[config.mk]
export PLATFORM = sky130hd
export DESIGN_NAME = lj_front
export DESIGN_NICKNAME = d
export VERILOG_FILES = /design/src/rtl/lj_pkg.sv /design/src/rtl/lj_front.sv
export SDC_FILE = /design/constraint.sdc
export NUM_CORES = 2
export LEC_CHECK = 0
export ABC_AREA = 1
export ABC_CLOCK_PERIOD_IN_PS = 9700
export BUFFER_PORTS_ARGS = -buffer_cell sky130_fd_sc_hd__buf_2
export CAP_MARGIN = 20
export CORE_UTILIZATION = 45
export DETAILED_ROUTE_END_ITERATION = 6
export PLACE_DENSITY = 0.62
export SYNTH_ARGS = -nofsm -noshare
export SYNTH_HDL_FRONTEND = slang
export SYNTH_SLANG_ARGS = --single-unit
[constraint.sdc]
create_clock -name i_clk -period 9.7 [get_ports i_clk]
set_clock_uncertainty 0.05 [all_clocks]
set_input_delay 1.94 -clock i_clk [delete_from_list [all_inputs] [get_ports i_clk]]
set_output_delay 1.94 -clock i_clk [all_outputs]
set_load 0.02 [all_outputs]
[src/rtl/lj_pkg.sv]
// shared types, constants and helpers for the lennard-jones pair force block
package lj_pkg;

    localparam int FRAC_BITS = 16;
    localparam int SEP_W     = 24;
    localparam int ID_W      = 20;
    localparam int OUT_W     = 32;
    localparam int S6_W      = 24;
    localparam int EPS_W     = 32;
    localparam int CUT_W     = 24;
    localparam int CFG_W     = 32;
    localparam int CFG_IDX_W = 2;
    localparam int SQ_W      = 2 * SEP_W;
    localparam int R_W       = CUT_W + FRAC_BITS;
    localparam int Q_W       = 64;
    localparam int DIV_STEPS = 33 + 2 * FRAC_BITS;
    localparam int SH_NARROW = 32;
    localparam int SH_WIDE   = 32 + FRAC_BITS;
    localparam int EN_SHIFT  = 32 - FRAC_BITS;
    localparam int EPS_SHIFT = 8;
    localparam int FIFO_DEPTH = 4;
    localparam int FIFO_AW    = 2;

    localparam logic [S6_W-1:0]  SIGMA_SIXTH_RST = 24'd840676;
    localparam logic [EPS_W-1:0] WELL_DEPTH_RST  = 32'd142606;
    localparam logic [CUT_W-1:0] CUTOFF_SQ_RST   = 24'd1380735;

    typedef enum logic [CFG_IDX_W-1:0] {
        CFG_SIGMA_SIXTH = 2'd0,
        CFG_WELL_DEPTH  = 2'd1,
        CFG_CUTOFF_SQ   = 2'd2
    } t_cfg_idx;

    typedef struct packed {
        logic                  in_range;
        logic [2:0][SEP_W-1:0] mag;
        logic [2:0]            neg;
    } t_side;

    typedef struct packed {
        t_side          side;
        logic [R_W-1:0] r2;
    } t_pair;

    typedef struct packed {
        logic                  in_range;
        logic [2:0][OUT_W-1:0] frc;
        logic [OUT_W-1:0]      eng;
        logic [5:0][OUT_W-1:0] vir;
    } t_result;

    // sign and saturate a q48.16 magnitude into a signed 32-bit q16.16 word
    function automatic logic [OUT_W-1:0] pack_q(input logic [Q_W-1:0] mag, input logic neg);
        logic [OUT_W-1:0] res;
        if (neg) begin
            if (mag >= 64'h0000_0000_8000_0000) begin
                res = 32'h8000_0000;
            end else begin
                res = ~mag[OUT_W-1:0] + 32'd1;
            end
        end else begin
            if (mag > 64'h0000_0000_7FFF_FFFF) begin
                res = 32'h7FFF_FFFF;
            end else begin
                res = mag[OUT_W-1:0];
            end
        end
        return res;
    endfunction

endpackage

[src/rtl/lj_front.sv]
// front end: separation magnitudes, r^2 and pair classification
module lj_front (
    input  logic                        i_clk,
    input  logic                        i_rst_n,
    input  logic                        i_en,
    input  logic                        i_push,
    input  logic signed [lj_pkg::SEP_W-1:0] i_sep_x,
    input  logic signed [lj_pkg::SEP_W-1:0] i_sep_y,
    input  logic signed [lj_pkg::SEP_W-1:0] i_sep_z,
    input  logic [lj_pkg::ID_W-1:0]     i_id_i,
    input  logic [lj_pkg::ID_W-1:0]     i_id_j,
    input  logic [lj_pkg::CUT_W-1:0]    i_cutoff_sq,
    output logic                        o_valid,
    output lj_pkg::t_pair               o_pair
);
    import lj_pkg::*;

    logic [2:0][SEP_W-1:0] w_sep;
    logic [2:0][SEP_W-1:0] w_mag;
    logic [2:0]            w_neg;
    logic [2:0][SQ_W-1:0]  w_sq;
    logic [SQ_W+1:0]       w_r2;
    logic                  w_in_range;

    logic                  r_f1_vld;
    logic [2:0][SEP_W-1:0] r_f1_mag;
    logic [2:0]            r_f1_neg;
    logic [2:0][SQ_W-1:0]  r_f1_sq;
    logic                  r_f1_idok;
    logic                  r_f2_vld;
    t_pair                 r_f2_pair;

    always_comb begin
        w_sep[0] = i_sep_x;
        w_sep[1] = i_sep_y;
        w_sep[2] = i_sep_z;
        for (int c = 0; c < 3; c++) begin
            w_neg[c] = w_sep[c][SEP_W-1];
            w_mag[c] = w_neg[c] ? (~w_sep[c] + 24'd1) : w_sep[c];
            w_sq[c]  = SQ_W'(w_mag[c]) * SQ_W'(w_mag[c]);
        end
    end

    always_comb begin
        w_r2 = (SQ_W+2)'(r_f1_sq[0]) + (SQ_W+2)'(r_f1_sq[1]) + (SQ_W+2)'(r_f1_sq[2]);
        w_in_range = r_f1_idok &&
                     (w_r2 <= (SQ_W+2)'({i_cutoff_sq, {FRAC_BITS{1'b0}}}));
    end

    always_ff @(posedge i_clk) begin
        if (!i_rst_n) begin
            r_f1_vld <= 1'b0;
            r_f2_vld <= 1'b0;
        end else if (i_en) begin
            r_f1_vld <= i_push;
            r_f2_vld <= r_f1_vld;
        end
    end

    always_ff @(posedge i_clk) begin
        if (i_en) begin
            r_f1_mag  <= w_mag;
            r_f1_neg  <= w_neg;
            r_f1_sq   <= w_sq;
            r_f1_idok <= i_id_j > i_id_i;
            r_f2_pair.side.in_range <= w_in_range;
            r_f2_pair.side.mag      <= r_f1_mag;
            r_f2_pair.side.neg      <= r_f1_neg;
            r_f2_pair.r2            <= w_r2[R_W-1:0];
        end
    end

    assign o_valid = r_f2_vld;
    assign o_pair  = r_f2_pair;

endmodule

## After elaboration in Yosys (flattened, before gate mapping)

Index checks and enable logic that the tools add are counted.

| storage, ports and cells | value |
|---|---|
| register bits | 338 |
| bits in latches | 0 |
| RAM bits | 0 |
| bits in read-only memories | 0 |
| input bits | 140 |
| output and inout bits | 117 |
| word-level logic and storage cells | 33 |
| memories | 0 |

| cells by class | value |
|---|---|
| $add $sub $neg | 5 |
| multipliers | 3 |
| divide/modulo/power cells | 0 |
| order comparisons | 2 |
| eq/ne operators | 0 |
| shift operators | 0 |
| mux-type cells | 3 |
| bitwise gates (word level) | 3 |
| reductions and logical operators | 1 |

Operators by type and width:

| kind | count |
|---|---|
| $mul A24 B24 Y48 | 3 |
| $add A24 B1 Y24 const B | 3 |
| $mux W24 | 3 |
| $not A24 Y24 | 3 |
| $add A49 B48 Y50 | 1 |
| $le A50 B40 Y1 | 1 |
| $add A48 B48 Y49 | 1 |
| $gt A20 B20 Y1 | 1 |
| $logic_and A1 B1 Y1 | 1 |

## Longest topological paths before layout

| depth | value |
|---|---|
| depth after elaboration | 4 |
| gate-level depth with buffers | 40 |
| gate-level depth less buffers | 38 |

## Worst setup path after synthesis

OpenSTA, ideal clock, no wires.

| path | value |
|---|---|
| kind | input to register |
| start | in i_sep_y[0] (netlist bit) |
| end | reg r_f1_sq[94] (netlist bit) (data pin) |
| library setup time | 0.265 ns |
| arrival | 9.068 ns |
| data required time | 9.385 ns |
| path slack | 0.317 ns |
| cell stages on the path | 36 |
| buffers on the path | 2 |
| cell sequence | inv_1 -> clkbuf_1 -> ha_1 -> nand3_2 -> nor3_2 -> nand3_1 -> nand2_1 -> o21ai_1 -> a21oi_2 -> o21ai_0 -> or2_0 -> nand2_1 -> buf_2 -> nand2_1 -> fa_1 -> inv_1 -> fa_1 -> inv_1 -> fa_1 -> inv_1 -> fa_1 -> fa_1 -> fa_1 -> inv_1 -> fa_1 -> inv_1 -> ha_1 -> nand2_1 -> nor2_1 -> inv_1 -> nor2_1 -> nand3_1 -> o21ai_0 -> a21oi_1 -> o21ai_0 -> xor2_1 |

RTL lines:

| element | RTL line | source |
|---|---|---|
| start: declaration | lj_front.sv:8 | `input logic signed [lj_pkg::SEP_W-1:0] i_sep_y,` |
| end signal: assignment | lj_front.sv:64 | `r_f1_sq <= w_sq;` |
| end: declaration | lj_front.sv:28 | `logic [2:0][SQ_W-1:0] r_f1_sq;` |

==> impl_metrics.yaml <==
run_status:
  status: "complete, no violations"
grt:
  track_usage_pct: 25.5
  grt_pass1_wl_mm: 290
  antenna_found_initial: 1
  grt_pass1_vias: 52900
  grt_max_degree: 118
  grt.overflow.total: 0
clock_tree:
  cts-root-buf: "clkbuf_16"
  cts_buffer_depth: 3
  clk_pin_slew_ps: 70
  worstSkewPairLatency_ps: 630
  cts_tree: "yes"
  clock_sinks: 332
  cts_made_buffers: 43
  htreeDepth: 2
timing:
  finalHoldViolCount: 0
  setup_viol: 0
  finalWorstSetupSlack_ps: 444
  period_needed_ps: 9260
  timing.hold.ws_ps: 360
  worst_pin_slew_ps: 878
  finalSetupTns_ps: 0
  slew_violations: 0
  fmax_ghz: 0.108
  grt_setup_unrepaired: "no"
  fin_crit_sh_pct: 95.4
  maxSlewHeadroom_pct: 41.1
place:
  dp_hpwl_mm: 158
  io_buffer_count: 256
  pre_cts_ws_ps: -380
  dp_cells: 9823
  gp_congestion: 0.956
floorplanning:
  design.core.area_mm2: 0.145
  num_rows: 140
  die_width_um: 385
  ios: 257
  die_area_mm2: 0.148
  die-height_um: 385
  start_util_pct: 45.3
logic_synthesis:
  syn_avg_cell_area_um2: 8.98
  syn_area_mm2: 0.0659
  synth_seq_area_share_pct: 15.1
  synth_cells: 7333
  synth_edf_count: 330
  yosysUniqueCellTypes: 63
  synth-async-reset-ratio_pct: 0
  synth-seq-cells: 332
  synth_top_flop_cell: "edfxtp_1"
  yosysWarnings: 0
routing:
  drt-pass1-iter-count: 6
  vias: 49800
  via_per_inst: 5.03
  met2_wirelength_mm: 85.1
  wl_met1_mm: 80.7
  avgRoutedWirePerCell_um: 18.4
  postRouteWirelength_mm: 182
  topRoutingLayerUsed: "met4"
  route.detailed.drc: 0
  drtAntennaViolNets: 0
  wl_met3_mm: 11.8
  drtIter0Drc: 3233
setup_path:
  cpMostUsedCell: "fa_1"
  critical_path_buf_inv_count: 10
  slowest_stage: "fa_1"
  r2r_start: "r_f1_sq[104]$_DFFE_PP_"
  criticalPathCategory: "primary input to flop"
  r2r_cells: 27
  cp.required_ps: 10030
  cp.arrival_ps: 9580
  cpPeakStageDelay_ps: 590
  critPathCaptureType: "flop"
  path_max_fanout: 10
  regToRegSetupSlack_ps: 4220
  cp_top_family: "adder cells"
  r2r-end: "o_pair[115]$_DFFE_PP_"
  start_kind: "primary input"
min_path:
  holdPathEnd: "o_pair[95]$_DFFE_PP_"
  holdPathStages: 0
  hold_start: "r_f1_mag[52]$_DFFE_PP_"
  hold_class: "flop to flop"
finish:
  antenna_cells: 0
  final_nets: 10000
  layout-drive-gt1-share_pct: 10.2
  area_growth_pct: 11.8
  fin_cells: 9902
flow_run:
  drv_cap: 0
## layout make-up
cell class | instances | area, µm²
Fill cell | 13800 | 71800
Multi-Input combinational cell | 4779 | 47500
Sequential cell | 332 | 9950
Inverter | 2158 | 8100
Timing Repair Buffer | 637 | 4260
Tap cell | 1917 | 2400
Clock buffer | 48 | 1090
Clock inverter | 31 | 332
## registers in the layout (all words and copies together), names as in the netlist
signal,count
r_f1_neg,3
r_f1_mag,72
r_f1_vld,1
r_f1_idok,1
o_pair,116
o_valid,1
r_f1_sq,138
## metrics by stage
stage               instance area [µm²]  utilization, %
global route                      73600            50.6
detailed placement                72200            49.7
finish                            73600            50.6
global placement                  72200            49.7
CTS                               73600            50.6
floorplan                         66100               -
## cell usage after synthesis (28+ instances only)
| master | number | area (µm²) |
|---|---|---|
| nand3_1 | 116 | 581 |
| clkbuf_1 | 65 | 244 |
| fa_1 | 1320 | 26400 |
| nor2_1 | 757 | 2840 |
| xor2_1 | 133 | 1160 |
| inv_1 | 2109 | 7920 |
| inv_2 | 30 | 113 |
| ha_1 | 599 | 7490 |
| nand4_1 | 36 | 225 |
| o21ai_0 | 147 | 736 |
| a31oi_1 | 28 | 175 |
| nand2_1 | 987 | 3700 |
| xnor2_1 | 68 | 596 |
| edfxtp_1 | 330 | 9910 |
| buf_2 | 32 | 160 |
| nor3_1 | 40 | 200 |
| a21oi_1 | 265 | 1330 |
## cell families after synthesis
| family | count (synthesis) | share of synthesized area, % |
|---|---|---|
| XOR/XNOR | 206 | 2.81 |
| buffers and inverters | 2274 | 13.1 |
| flip-flops | 332 | 15.1 |
| other | 2 | 0.0114 |
| AND/OR/NAND/NOR | 2042 | 12.7 |
| AO/OA/AOI/OAI | 558 | 4.75 |
| adder cells (fa/ha/maj) | 1919 | 51.5 |
## placed cells by master (no fill, tap or decap), types with 14 or more instances in the layout
cell type,n
inv_1,2108
fa_1,1320
nand2_1,986
nor2_1,756
ha_1,599
buf_4,372
edfxtp_1,330
a21oi_1,265
buf_2,255
o21ai_0,144
xor2_1,133
nand3_1,116
xnor2_1,67
conb_1,54
clkbuf_16,43
nor3_1,40
nand4_1,36
inv_2,31
a31oi_1,27
a21o_1,22
o21bai_1,21
o21a_1,21
clkinv_1,20
nor2_2,17
nor4_1,14
## worst max path at each step
stage                from                    end  slack [ps]  depth (start not counted)
4_1_cts        i_sep_y[0]  r_f1_sq[86]$_DFFE_PP_         260                         37
5_1_grt        i_sep_x[0]  r_f1_sq[46]$_DFFE_PP_          40                         37
6_report       i_sep_y[0]  r_f1_sq[94]$_DFFE_PP_         440                         36
3_5_place_dp   i_sep_y[0]  r_f1_sq[86]$_DFFE_PP_        -380                         37
3_3_place_gp   i_sep_y[0]  r_f1_sq[86]$_DFFE_PP_        -350                         37
2_1_floorplan  i_sep_y[0]  r_f1_sq[94]$_DFFE_PP_         320                         36
## routing by layer
layer | vias up | global-route usage, %
met3 | 257 | 2.88
li1 | 22900 | -
met2 | 1550 | 41.8
met1 | 25000 | 36.0
met4 | 0 | 6.27
met5 | - | 0
## what timing repair did
item | in CTS | in global routing
hold buffers | 0 | 0
gates resized for setup | 0 | 7
setup endpoints to repair | 0 | 3
hold endpoints to repair | 0 | 0
buffers inserted | 0 | 0
Power is left out: the tool's default activity adds up to more than one toggle a clock period on the data nets, which glitch-free logic cannot reach.
