<file path="src/rtl/lj_pkg.sv">
// shared types, constants and helpers for the lennard-jones pair force block
package lj_pkg;

    localparam int FRAC_BITS = 16;
    localparam int SEP_W     = 24;
    localparam int ID_W      = 20;
    localparam int OUT_W     = 32;
    localparam int S6_W      = 24;
    localparam int EPS_W     = 32;
    localparam int CUT_W     = 24;
    localparam int CFG_W     = 32;
    localparam int CFG_IDX_W = 2;
    localparam int SQ_W      = 2 * SEP_W;
    localparam int R_W       = CUT_W + FRAC_BITS;
    localparam int Q_W       = 64;
    localparam int DIV_STEPS = 33 + 2 * FRAC_BITS;
    localparam int SH_NARROW = 32;
    localparam int SH_WIDE   = 32 + FRAC_BITS;
    localparam int EN_SHIFT  = 32 - FRAC_BITS;
    localparam int EPS_SHIFT = 8;
    localparam int FIFO_DEPTH = 4;
    localparam int FIFO_AW    = 2;

    localparam logic [S6_W-1:0]  SIGMA_SIXTH_RST = 24'd840676;
    localparam logic [EPS_W-1:0] WELL_DEPTH_RST  = 32'd142606;
    localparam logic [CUT_W-1:0] CUTOFF_SQ_RST   = 24'd1380735;

    typedef enum logic [CFG_IDX_W-1:0] {
        CFG_SIGMA_SIXTH = 2'd0,
        CFG_WELL_DEPTH  = 2'd1,
        CFG_CUTOFF_SQ   = 2'd2
    } t_cfg_idx;

    typedef struct packed {
        logic                  in_range;
        logic [2:0][SEP_W-1:0] mag;
        logic [2:0]            neg;
    } t_side;

    typedef struct packed {
        t_side          side;
        logic [R_W-1:0] r2;
    } t_pair;

    typedef struct packed {
        logic                  in_range;
        logic [2:0][OUT_W-1:0] frc;
        logic [OUT_W-1:0]      eng;
        logic [5:0][OUT_W-1:0] vir;
    } t_result;

    // sign and saturate a q48.16 magnitude into a signed 32-bit q16.16 word
    function automatic logic [OUT_W-1:0] pack_q(input logic [Q_W-1:0] mag, input logic neg);
        logic [OUT_W-1:0] res;
        if (neg) begin
            if (mag >= 64'h0000_0000_8000_0000) begin
                res = 32'h8000_0000;
            end else begin
                res = ~mag[OUT_W-1:0] + 32'd1;
            end
        end else begin
            if (mag > 64'h0000_0000_7FFF_FFFF) begin
                res = 32'h7FFF_FFFF;
            end else begin
                res = mag[OUT_W-1:0];
            end
        end
        return res;
    endfunction

endpackage

</file>
<file path="src/rtl/lj_fifo.sv">
// short queue between the front end and the arithmetic back end
module lj_fifo (
    input  logic          i_clk,
    input  logic          i_rst_n,
    input  logic          i_push,
    input  lj_pkg::t_pair i_data,
    input  logic          i_pop,
    output lj_pkg::t_pair o_data,
    output logic          o_empty,
    output logic          o_full
);
    import lj_pkg::*;

    t_pair              r_mem [FIFO_DEPTH];
    logic [FIFO_AW-1:0] r_wr;
    logic [FIFO_AW-1:0] r_rd;
    logic [FIFO_AW:0]   r_cnt;

    always_ff @(posedge i_clk) begin
        if (!i_rst_n) begin
            r_wr  <= '0;
            r_rd  <= '0;
            r_cnt <= '0;
        end else begin
            if (i_push) begin
                r_wr <= r_wr + 1'b1;
            end
            if (i_pop) begin
                r_rd <= r_rd + 1'b1;
            end
            if (i_push && !i_pop) begin
                r_cnt <= r_cnt + 1'b1;
            end else if (i_pop && !i_push) begin
                r_cnt <= r_cnt - 1'b1;
            end
        end
    end

    always_ff @(posedge i_clk) begin
        if (i_push) begin
            r_mem[r_wr] <= i_data;
        end
    end

    assign o_data  = r_mem[r_rd];
    assign o_empty = (r_cnt == '0);
    assign o_full  = (r_cnt == (FIFO_AW+1)'(FIFO_DEPTH));

endmodule

</file>
<file path="config.mk">
export PLATFORM = sky130hd
export DESIGN_NAME = lj_fifo
export DESIGN_NICKNAME = d
export VERILOG_FILES = /design/src/rtl/lj_pkg.sv /design/src/rtl/lj_fifo.sv
export SDC_FILE = /design/constraint.sdc
export NUM_CORES = 1
export LEC_CHECK = 0
export ABC_AREA = 0
export BUFFER_PORTS_ARGS = -buffer_cell sky130_fd_sc_hd__buf_4
export CAP_MARGIN = 20
export CORE_MARGIN = 8
export CORE_UTILIZATION = 51
export DETAILED_ROUTE_END_ITERATION = 6
export PLACE_DENSITY = 0.72
export SLEW_MARGIN = 20
export SYNTH_ARGS = -nofsm -noshare
export SYNTH_HDL_FRONTEND = slang
export SYNTH_SLANG_ARGS = --single-unit
</file>
<file path="constraint.sdc">
create_clock -name i_clk -period 8.55 [get_ports i_clk]
set_input_delay 1.71 -clock i_clk [delete_from_list [all_inputs] [get_ports i_clk]]
set_output_delay 1.71 -clock i_clk [all_outputs]
set_load 0.01 [all_outputs]
</file>
=== After elaboration in Yosys (flattened, before gate mapping) ===
Memory sizes are Yosys's and may differ from the RTL's. A register that Yosys moved wholly into a read port is not among the register bits.
Index checks and enable logic that the tools add are counted.

* Add/subtract/negate cells: 4
* Equal/unequal tests: 1
* Muxes and demuxes: 6
* Reduce and logical (&&, ||, !) cells: 6

{| class="wikitable"
|+ Operators by type and width
! kind !! number
|-
| two-way mux 3 bit || 2
|-
| adder 2 x 1 -> 2 bit, second input constant || 2
|-
| two-way mux 2 bit || 2
|-
| adder 3 x 1 -> 3 bit, second input constant || 1
|-
| equality test 3 bit, second input constant || 1
|-
| zero test 3 bit || 1
|-
| subtractor 3 x 1 -> 3 bit, second input constant || 1
|-
| logical AND 1 bit || 2
|-
| zero test 1 bit || 2
|-
| two-way mux 1 bit || 2
|-
| nonzero test 2 bit || 1
|}

* Register bits after elaboration: 7
* RAM bits: 464
* Input port bits: 120
* Output and inout port bits: 118
* Word-level logic and storage cells: 21
* Memories kept: 1

{| class="wikitable"
|+ Memories
! name !! words !! bits a word !! rd ports !! clocked after memory_dff !! wr ports !! line !! text
|-
| r_mem || 4 || 116 || 1 || 1 || 1 || lj_fifo.sv:14 || <nowiki>t_pair r_mem [FIFO_DEPTH];</nowiki>
|}

=== Logic depth before layout (Yosys ltp) ===
Gate-level depths: netlist (run 1).

* Depth after elaboration: 4
* Depth in mapped cells: 7
* Depth with buffers taken out: 7

=== Worst setup path after synthesis (run 1) ===
Ideal clock, no wire load.

* Kind: input -> register
* Start: in i_push
* End: mem r_mem[0][0] in the netlist's numbering, enable pin
* Library setup time: 0.488 ns
* Arrival: 4.375 ns
* Required time: 8.062 ns
* Setup slack: 3.686 ns
* Stages: 1
* Buffers on the path: 0
* Cells stage by stage: and2_1

* Cells in the longest elaborated chain, start to end: 2

{| class="wikitable"
|+ Ends and longest elaborated chain
! element !! line !! text
|-
| start, declared || lj_fifo.sv:5 || <nowiki>input logic i_push,</nowiki>
|-
| two-way mux 1 bit || lj_fifo.sv:40 || <nowiki>if (i_push) begin</nowiki>
|-
| two-way mux 1 bit (not written as such) || lj_fifo.sv:41 || <nowiki>r_mem[r_wr] <= i_data;</nowiki>
|-
| end, declared || lj_fifo.sv:14 ||
|}

No other way between the ends.

==> results of run 1 <==
==> critical path: cells and delay by family, from the launching register on <==
family / cells / cell delay, ns
buf+inv: 2 / 0.97
flops: 1 / 0.85
mux: 1 / 0.64
==> where the power goes <==
group | switching (mW) | total (mW) | internal (mW)
Clock | 0.794 | 1.96 | 1.16
Combinational | 0.253 | 0.526 | 0.273
Sequential | 0.0433 | 2.71 | 2.67
==> layout make-up <==
class	count	area [um2]
Inverter	4	15.0
Clock inverter	28	233
Timing Repair Buffer	244	1830
Clock buffer	57	1260
Fill cell	2279	12500
Tap cell	448	561
Multi-Input combinational cell	146	2870
Sequential cell	473	14100
==> Yosys cell counts <==
cell / count
sky130_fd_sc_hd__mux2i_1: 2
sky130_fd_sc_hd__and2_1: 9
sky130_fd_sc_hd__fa_1: 1
sky130_fd_sc_hd__mux4_2: 116
sky130_fd_sc_hd__ha_1: 5
sky130_fd_sc_hd__nor3b_1: 1
sky130_fd_sc_hd__clkbuf_1: 7
sky130_fd_sc_hd__inv_1: 4
sky130_fd_sc_hd__xor2_1: 3
sky130_fd_sc_hd__edfxtp_1: 464
sky130_fd_sc_hd__buf_6: 6
sky130_fd_sc_hd__o21ai_0: 1
sky130_fd_sc_hd__a21boi_0: 1
sky130_fd_sc_hd__nor3_1: 1
sky130_fd_sc_hd__buf_2: 13
sky130_fd_sc_hd__or3_1: 1
sky130_fd_sc_hd__dfxtp_1: 9
sky130_fd_sc_hd__xnor2_1: 2
sky130_fd_sc_hd__nand2_1: 1
sky130_fd_sc_hd__nor2b_1: 2
==> cells by family (layout without fill, tap and decap cells) <==
kind of cell | Yosys count | count (layout) | synth area share (%)
buf+inv | 30 | 333 | 1.01
fa+ha+maj | 6 | 6 | 0.482
flops | 473 | 473 | 82.3
xor+xnor | 5 | 5 | 0.255
simple gates | 15 | 15 | 0.533
mux | 118 | 118 | 15.3
compound gates | 2 | 2 | 0.0729
==> routing by layer <==
layer / part of all wire, % / vias up / GRT usage [%]
li1: - / 3325 / -
met1: 42 / 3993 / 21.4
met2: 50 / 238 / 27.2
met3: 7.3 / 42 / 4.23
met4: 1.3 / 0 / 3.62
met5: 0 / - / 0
==> path summary, 6_finish.rpt <==
check | to | slack, ns | cells after the start | from
min | r_cnt[2] | 0.54 | 2 | r_cnt[2]
max | o_data[93] | 3.82 | 3 | flip-flop
max reg2reg | r_mem[0][35] | 5.96 | 4 | r_wr[0]
min reg2reg | r_cnt[2] | 0.54 | 2 | r_cnt[2]
==> state kept, by name, summed over array words and instances, names as in the netlist, named ones only <==
signal,flops
r_mem,464
r_cnt,3
r_wr,2
r_rd,2
==> stage by stage <==
| step | setup slack, ns | util [%] |
|---|---|---|
| after floorplan | 3.69 | - |
| after global placement | 4.20 | 58.1 |
| after CTS | 3.64 | 62.6 |
| final | 3.82 | 62.6 |
| after global routing | 3.51 | 62.6 |
| after detailed placement | 4.21 | 58.1 |
==> placed cells by master, fill, tap and decap left out, drive strengths merged, types with 3 or more instances in the layout <==
cell type	n
and2	9
buf	244
bufinv	4
clkbuf	57
clkinv	24
dfxtp	9
edfxtp	464
ha	5
inv	4
mux4	116
xor2	3
==> flow_summary_export.csv, run 1 <==
group,metric,value,unit
sta,min_period_over_period,55.3,%
sta,transition_at_the_pin_with_the_smallest_max_transition_slack,1.03,ns
place,final_weighted_congestion_in_routability_driven_placement,0.689,
critical_path,crit_required,6.84,ns
critical_path,crit_path_frequent_cell,"sky130_fd_sc_hd__buf_4",
synth,synthesis_warnings,0,
global_routing,antenna_found_initial,0,
critical_path,crit_slowest_cell,"sky130_fd_sc_hd__dfxtp_4",
synth,synth-seq-cells,473,
critical_path,endpoint_kind,"primary output",
place,place_hpwl,19600,um
sta,final.setup_skew,0.0159,ns
critical_path,crit_path_max_incr_delay,0.85,ns
global_routing,grt_pass1_wl,48900,um
synth,yosys.area.top_type_share,81.2,%
detailed_routing,post-route-drc-count,0,
cells_and_area,antenna-diode-count,0,
place,place_area,19400,um2
synth,yosysTopAreaCell,"sky130_fd_sc_hd__edfxtp_1",
cts,tritoncts,"built",
synth,syn_inst,649,
cells_and_area,area_growth,21.8,%
global_routing,gr-usage-all-layers,16.2,%
cts,worst_skew_pair.late_latency,0.54,ns
outcome,outcome,"finished, final reports clean",
floorplanning,die_w,199,um
worst_hold_path,hp-class,"reg2reg",
cells_and_area,fin_nets,1041,
cts,cts.repair.resized,0,
synth,avgSynthCellArea,26.4,um2
detailed_routing,wl,32500,um
cts,clockRootBuffer,"sky130_fd_sc_hd__clkbuf_16",
critical_path,critPathMaxFanout,44,
synth,synth.cell_area,17200,um2
place,count_of_port_buffers_added_during_placement,237,
power,total_power,5.19,mW
job,timing.max_cap.violations,0,
global_routing,vias_in_the_first_global_route,8280,
sta,worst_slew_margin_rel,31.4,%
sta,final_hold_fails,0,
power,total_leakage_power,7.02,nW
floorplanning,num_rows,67,
floorplanning,pin_count,238,
detailed_routing,vias_per_inst,5.43,
sta,setup_viol,0,
cells_and_area,finalNonFillerCells,1400,
synth,synth.distinct_cells,20,
synth,synth.top_cells.by_area,"sky130_fd_sc_hd__edfxtp_1, sky130_fd_sc_hd__mux4_2, sky130_fd_sc_hd__dfxtp_1, sky130_fd_sc_hd__buf_6, sky130_fd_sc_hd__buf_2",
critical_path,data_arrival_at_the_endpoint_of_the_critical_path,3.02,ns
detailed_routing,drt_first_iter_violations,420,
cells_and_area,share_of_final_layout_standard_cells_stronger_than_drive_strength_1,45.3,%
power,power.ir.vdd_worst,0.239,mV
cts,htreeDepth,2,
cts,postCtsSetupBuffers,0,
critical_path,crit_path_cell_trace,"buf_4 -> mux4_2 -> buf_4",
detailed_routing,detail_route.first_pass.iterations,4,
detailed_routing,drt-wirelength-per-cell,23.2,um
cts,cts_hold_buffers,0,
sta,achievable-frequency,0.211,GHz
sta,slew_viol_final,0,
synth,syn-num-nets,775,
detailed_routing,via_count,7598,
sta,setup_tns,0,ns
global_routing,grt-ovfl-total,0,
critical_path,worstSetupStartpointType,"flip-flop",
floorplanning,height_of_the_die,199,um
sta,rsz_0062_raised_after_global_routing,"no",
power,power_density,248,nW/um2
detailed_routing,route.antenna.remaining_nets,0,
floorplanning,die_area,39800,um2
place,instance_count_after_placement_with_tap_cells_included,1315,
cts,clkSinkCount,473,
floorplanning,core_area,33400,um2
synth,yosysSeqAreaShare,82.3,%
floorplanning,initial_core_util,51.4,%
cts,cts_made_buffers,46,
global_routing,grt_max_degree,69,
cts,cts_max_path_buffers,3,
critical_path,path_class,"reg2out",
sta,final_period_minus_worst_setup_slack,4.73,ns
sta,worst_hold_slack,0.536,ns
cts,clock_transition_at_the_registers_of_the_reported_paths,0.06,ns
cells_and_area,final_area,20900,um2
Power figures use the tool's default switching activity.
==> run 2, diff against run 1 <==
==> constraint.sdc (replaced) <==
create_clock -name i_clk -period 4.4 [get_ports i_clk]
set_input_delay 0.88 -clock i_clk [delete_from_list [all_inputs] [get_ports i_clk]]
set_output_delay 0.88 -clock i_clk [all_outputs]
set_load 0.01 [all_outputs]
==> flow_summary_export.csv, run 2 (synthesis results as in run 1) <==
group,metric,value,unit
outcome,outcome,"finished, final reports clean",
power,pwr-share-comb,10.7,%
cts,postCtsSetupBuffers,0,
global_routing,grt-ovfl-total,0,
critical_path,data_arrival_at_the_endpoint_of_the_critical_path,2.33,ns
detailed_routing,post-route-drc-count,0,
cells_and_area,largest_register_ff_count,464,
sta,min_period_over_period,72.9,%
critical_path,crit_path_frequent_cell,"sky130_fd_sc_hd__buf_4",
worst_hold_path,min_to,"r_cnt[2]",
power,p_switching,2.13,mW
power,total_leakage_power,7.02,nW
cells_and_area,area_growth,22.0,%
sta,worst_slew_margin_rel,41.2,%
power,power.ir.vdd_worst,0.431,mV
cts,clkSinkCount,473,
global_routing,antenna_found_initial,0,
detailed_routing,wl,33000,um
cts,clock_transition_at_the_registers_of_the_reported_paths,0.06,ns
critical_path,crit_required,3.52,ns
detailed_routing,route.antenna.remaining_nets,0,
cells_and_area,leading_cell_type_in_the_layout_fill_and_taps_excluded,"sky130_fd_sc_hd__edfxtp_1",
critical_path,worstSetupStartpointType,"flip-flop",
place,final_weighted_congestion_in_routability_driven_placement,0.700,
cts,worst_skew_pair.late_latency,0.54,ns
worst_hold_path,min_delay_path_depth,2,
global_routing,vias_in_the_first_global_route,8326,
cts,clockRootBuffer,"sky130_fd_sc_hd__clkbuf_16",
sta,final_period_minus_worst_setup_slack,3.21,ns
critical_path,crit_slowest_cell,"sky130_fd_sc_hd__dfxtp_4",
critical_path,regToRegSetupSlack,2.30,ns
floorplanning,die_area,39800,um2
sta,final_hold_fails,0,
floorplanning,num_rows,67,
floorplanning,pin_count,238,
sta,final.setup_skew,0.0125,ns
cells_and_area,antenna-diode-count,0,
place,count_of_port_buffers_added_during_placement,237,
cells_and_area,finalNonFillerCells,1406,
power,clkPwrFrac,36.5,%
floorplanning,core_area,33400,um2
sta,worst_hold_slack,0.515,ns
global_routing,grt_pass1_wl,49100,um
sta,achievable-frequency,0.312,GHz
place,place_hpwl,19600,um
critical_path,critPathMaxFanout,42,
global_routing,grt_max_degree,77,
cts,cts_made_buffers,46,
detailed_routing,via_count,7614,
cts,cts_max_path_buffers,3,
power,total_power,9.92,mW
detailed_routing,drt_first_iter_violations,320,
detailed_routing,drt-wirelength-per-cell,23.4,um
detailed_routing,detail_route.first_pass.iterations,4,
sta,slew_viol_final,0,
critical_path,crit_path_cell_trace,"buf_4 -> mux4_2 -> buf_4",
place,instance_count_after_placement_with_tap_cells_included,1323,
job,timing.max_cap.violations,0,
critical_path,r2r_cell_count,3,
cts,cts.repair.resized,0,
power,power_density,474,nW/um2
sta,rsz_0062_raised_after_global_routing,"no",
cts,cts_hold_buffers,0,
cts,htreeDepth,2,
global_routing,gr-usage-all-layers,16.4,%
cells_and_area,layout_top_registers,"r_mem: 464 flops, r_cnt: 3 flops",
critical_path,rr_startpoint,"r_wr[0]",
sta,setup_tns,0,ns
critical_path,path_class,"reg2out",
sta,transition_at_the_pin_with_the_smallest_max_transition_slack,0.883,ns
cells_and_area,share_of_final_layout_standard_cells_stronger_than_drive_strength_1,45.4,%
detailed_routing,vias_per_inst,5.42,
power,cell_internal_pwr,7.79,mW
power,netSwitchingFraction,21.5,%
sta,setup_viol,0,
cells_and_area,layout_common_cells,"sky130_fd_sc_hd__edfxtp_1, sky130_fd_sc_hd__buf_4, sky130_fd_sc_hd__mux4_2",
worst_hold_path,hp-class,"reg2reg",
cells_and_area,max_flop_register,"r_mem",
cts,tritoncts,"built",
critical_path,timing.rr.end,"r_mem[3][54]",
cells_and_area,fin_nets,1049,
critical_path,crit_path_max_incr_delay,0.77,ns
floorplanning,die_w,199,um
floorplanning,initial_core_util,51.4,%
floorplanning,height_of_the_die,199,um
critical_path,endpoint_kind,"primary output",
worst_hold_path,hp-start,"r_cnt[2]",
power,pwr-share-seq,52.8,%
-- run 2: cell count changes in the layout (fill, tap and decap cells not counted), moves of 2 or more --
cell / before / now
sky130_fd_sc_hd__buf_12: 0 / 6
sky130_fd_sc_hd__buf_4: 244 / 246
sky130_fd_sc_hd__clkinv_4: 2 / 0
sky130_fd_sc_hd__clkinvlp_4: 0 / 2
sky130_fd_sc_hd__clkbuf_16: 49 / 47
sky130_fd_sc_hd__bufinv_16: 4 / 2
-- run 2: layout make-up --
cell class / count / area, um2
Sequential cell: 473 / 14100
Clock inverter: 27 / 178
Timing Repair Buffer: 252 / 1970
Clock buffer: 56 / 1210
Tap cell: 448 / 561
Inverter: 4 / 15.0
Multi-Input combinational cell: 146 / 2870
Fill cell: 2288 / 12400
-- run 2: per-stage QoR --
stage / worst slack, ns / area [um2] / util [%]
final: 1.19 / 20900 / 62.7
after global routing: 1.07 / 20900 / 62.7
after CTS: 1.12 / 20900 / 62.7
after detailed placement: 1.69 / 19500 / 58.6
after global placement: 1.68 / 19500 / 58.6
after floorplan: 0.366 / 17200 / -
-- run 2: worst max-delay path by stage --
stage / from / endpoint / slack (ns) / cells past startpoint
floorplan: i_push / r_mem[0][0] / 0.37 / 1
global placement: flip-flop / o_data[27] / 1.68 / 3
global route: flip-flop / o_data[27] / 1.07 / 3
detailed placement: flip-flop / o_data[27] / 1.69 / 3
finish: flip-flop / o_data[27] / 1.19 / 3
CTS: flip-flop / o_data[33] / 1.12 / 3
-- run 2: power by group through the flow --
stage | Clock, mW | Sequential (mW) | Combinational (mW)
CTS | 3.72 | 5.24 | 1.09
floorplan | 0 | 5.33 | 0.561
global route | 3.87 | 5.26 | 1.14
finish | 3.62 | 5.24 | 1.06
detailed placement | 0 | 5.34 | 1.08
global placement | 0 | 5.33 | 1.08
-- run 2: per-layer routing --
| metal | up-vias | global-route usage (%) | share of wire, % |
|---|---|---|---|
| met3 | 46 | 4.02 | 7.1 |
| li1 | 3351 | - | - |
| met5 | - | 0 | 0 |
| met2 | 231 | 27.0 | 50 |
| met1 | 3986 | 21.9 | 42 |
| met4 | 0 | 4.14 | 1.8 |
-- run 2: critical path: cells and delay by family, from the launching register on --
| family | cells | cell delay [ns] |
|---|---|---|
| buf+inv | 2 | 0.62 |
| flops | 1 | 0.77 |
| mux | 1 | 0.38 |
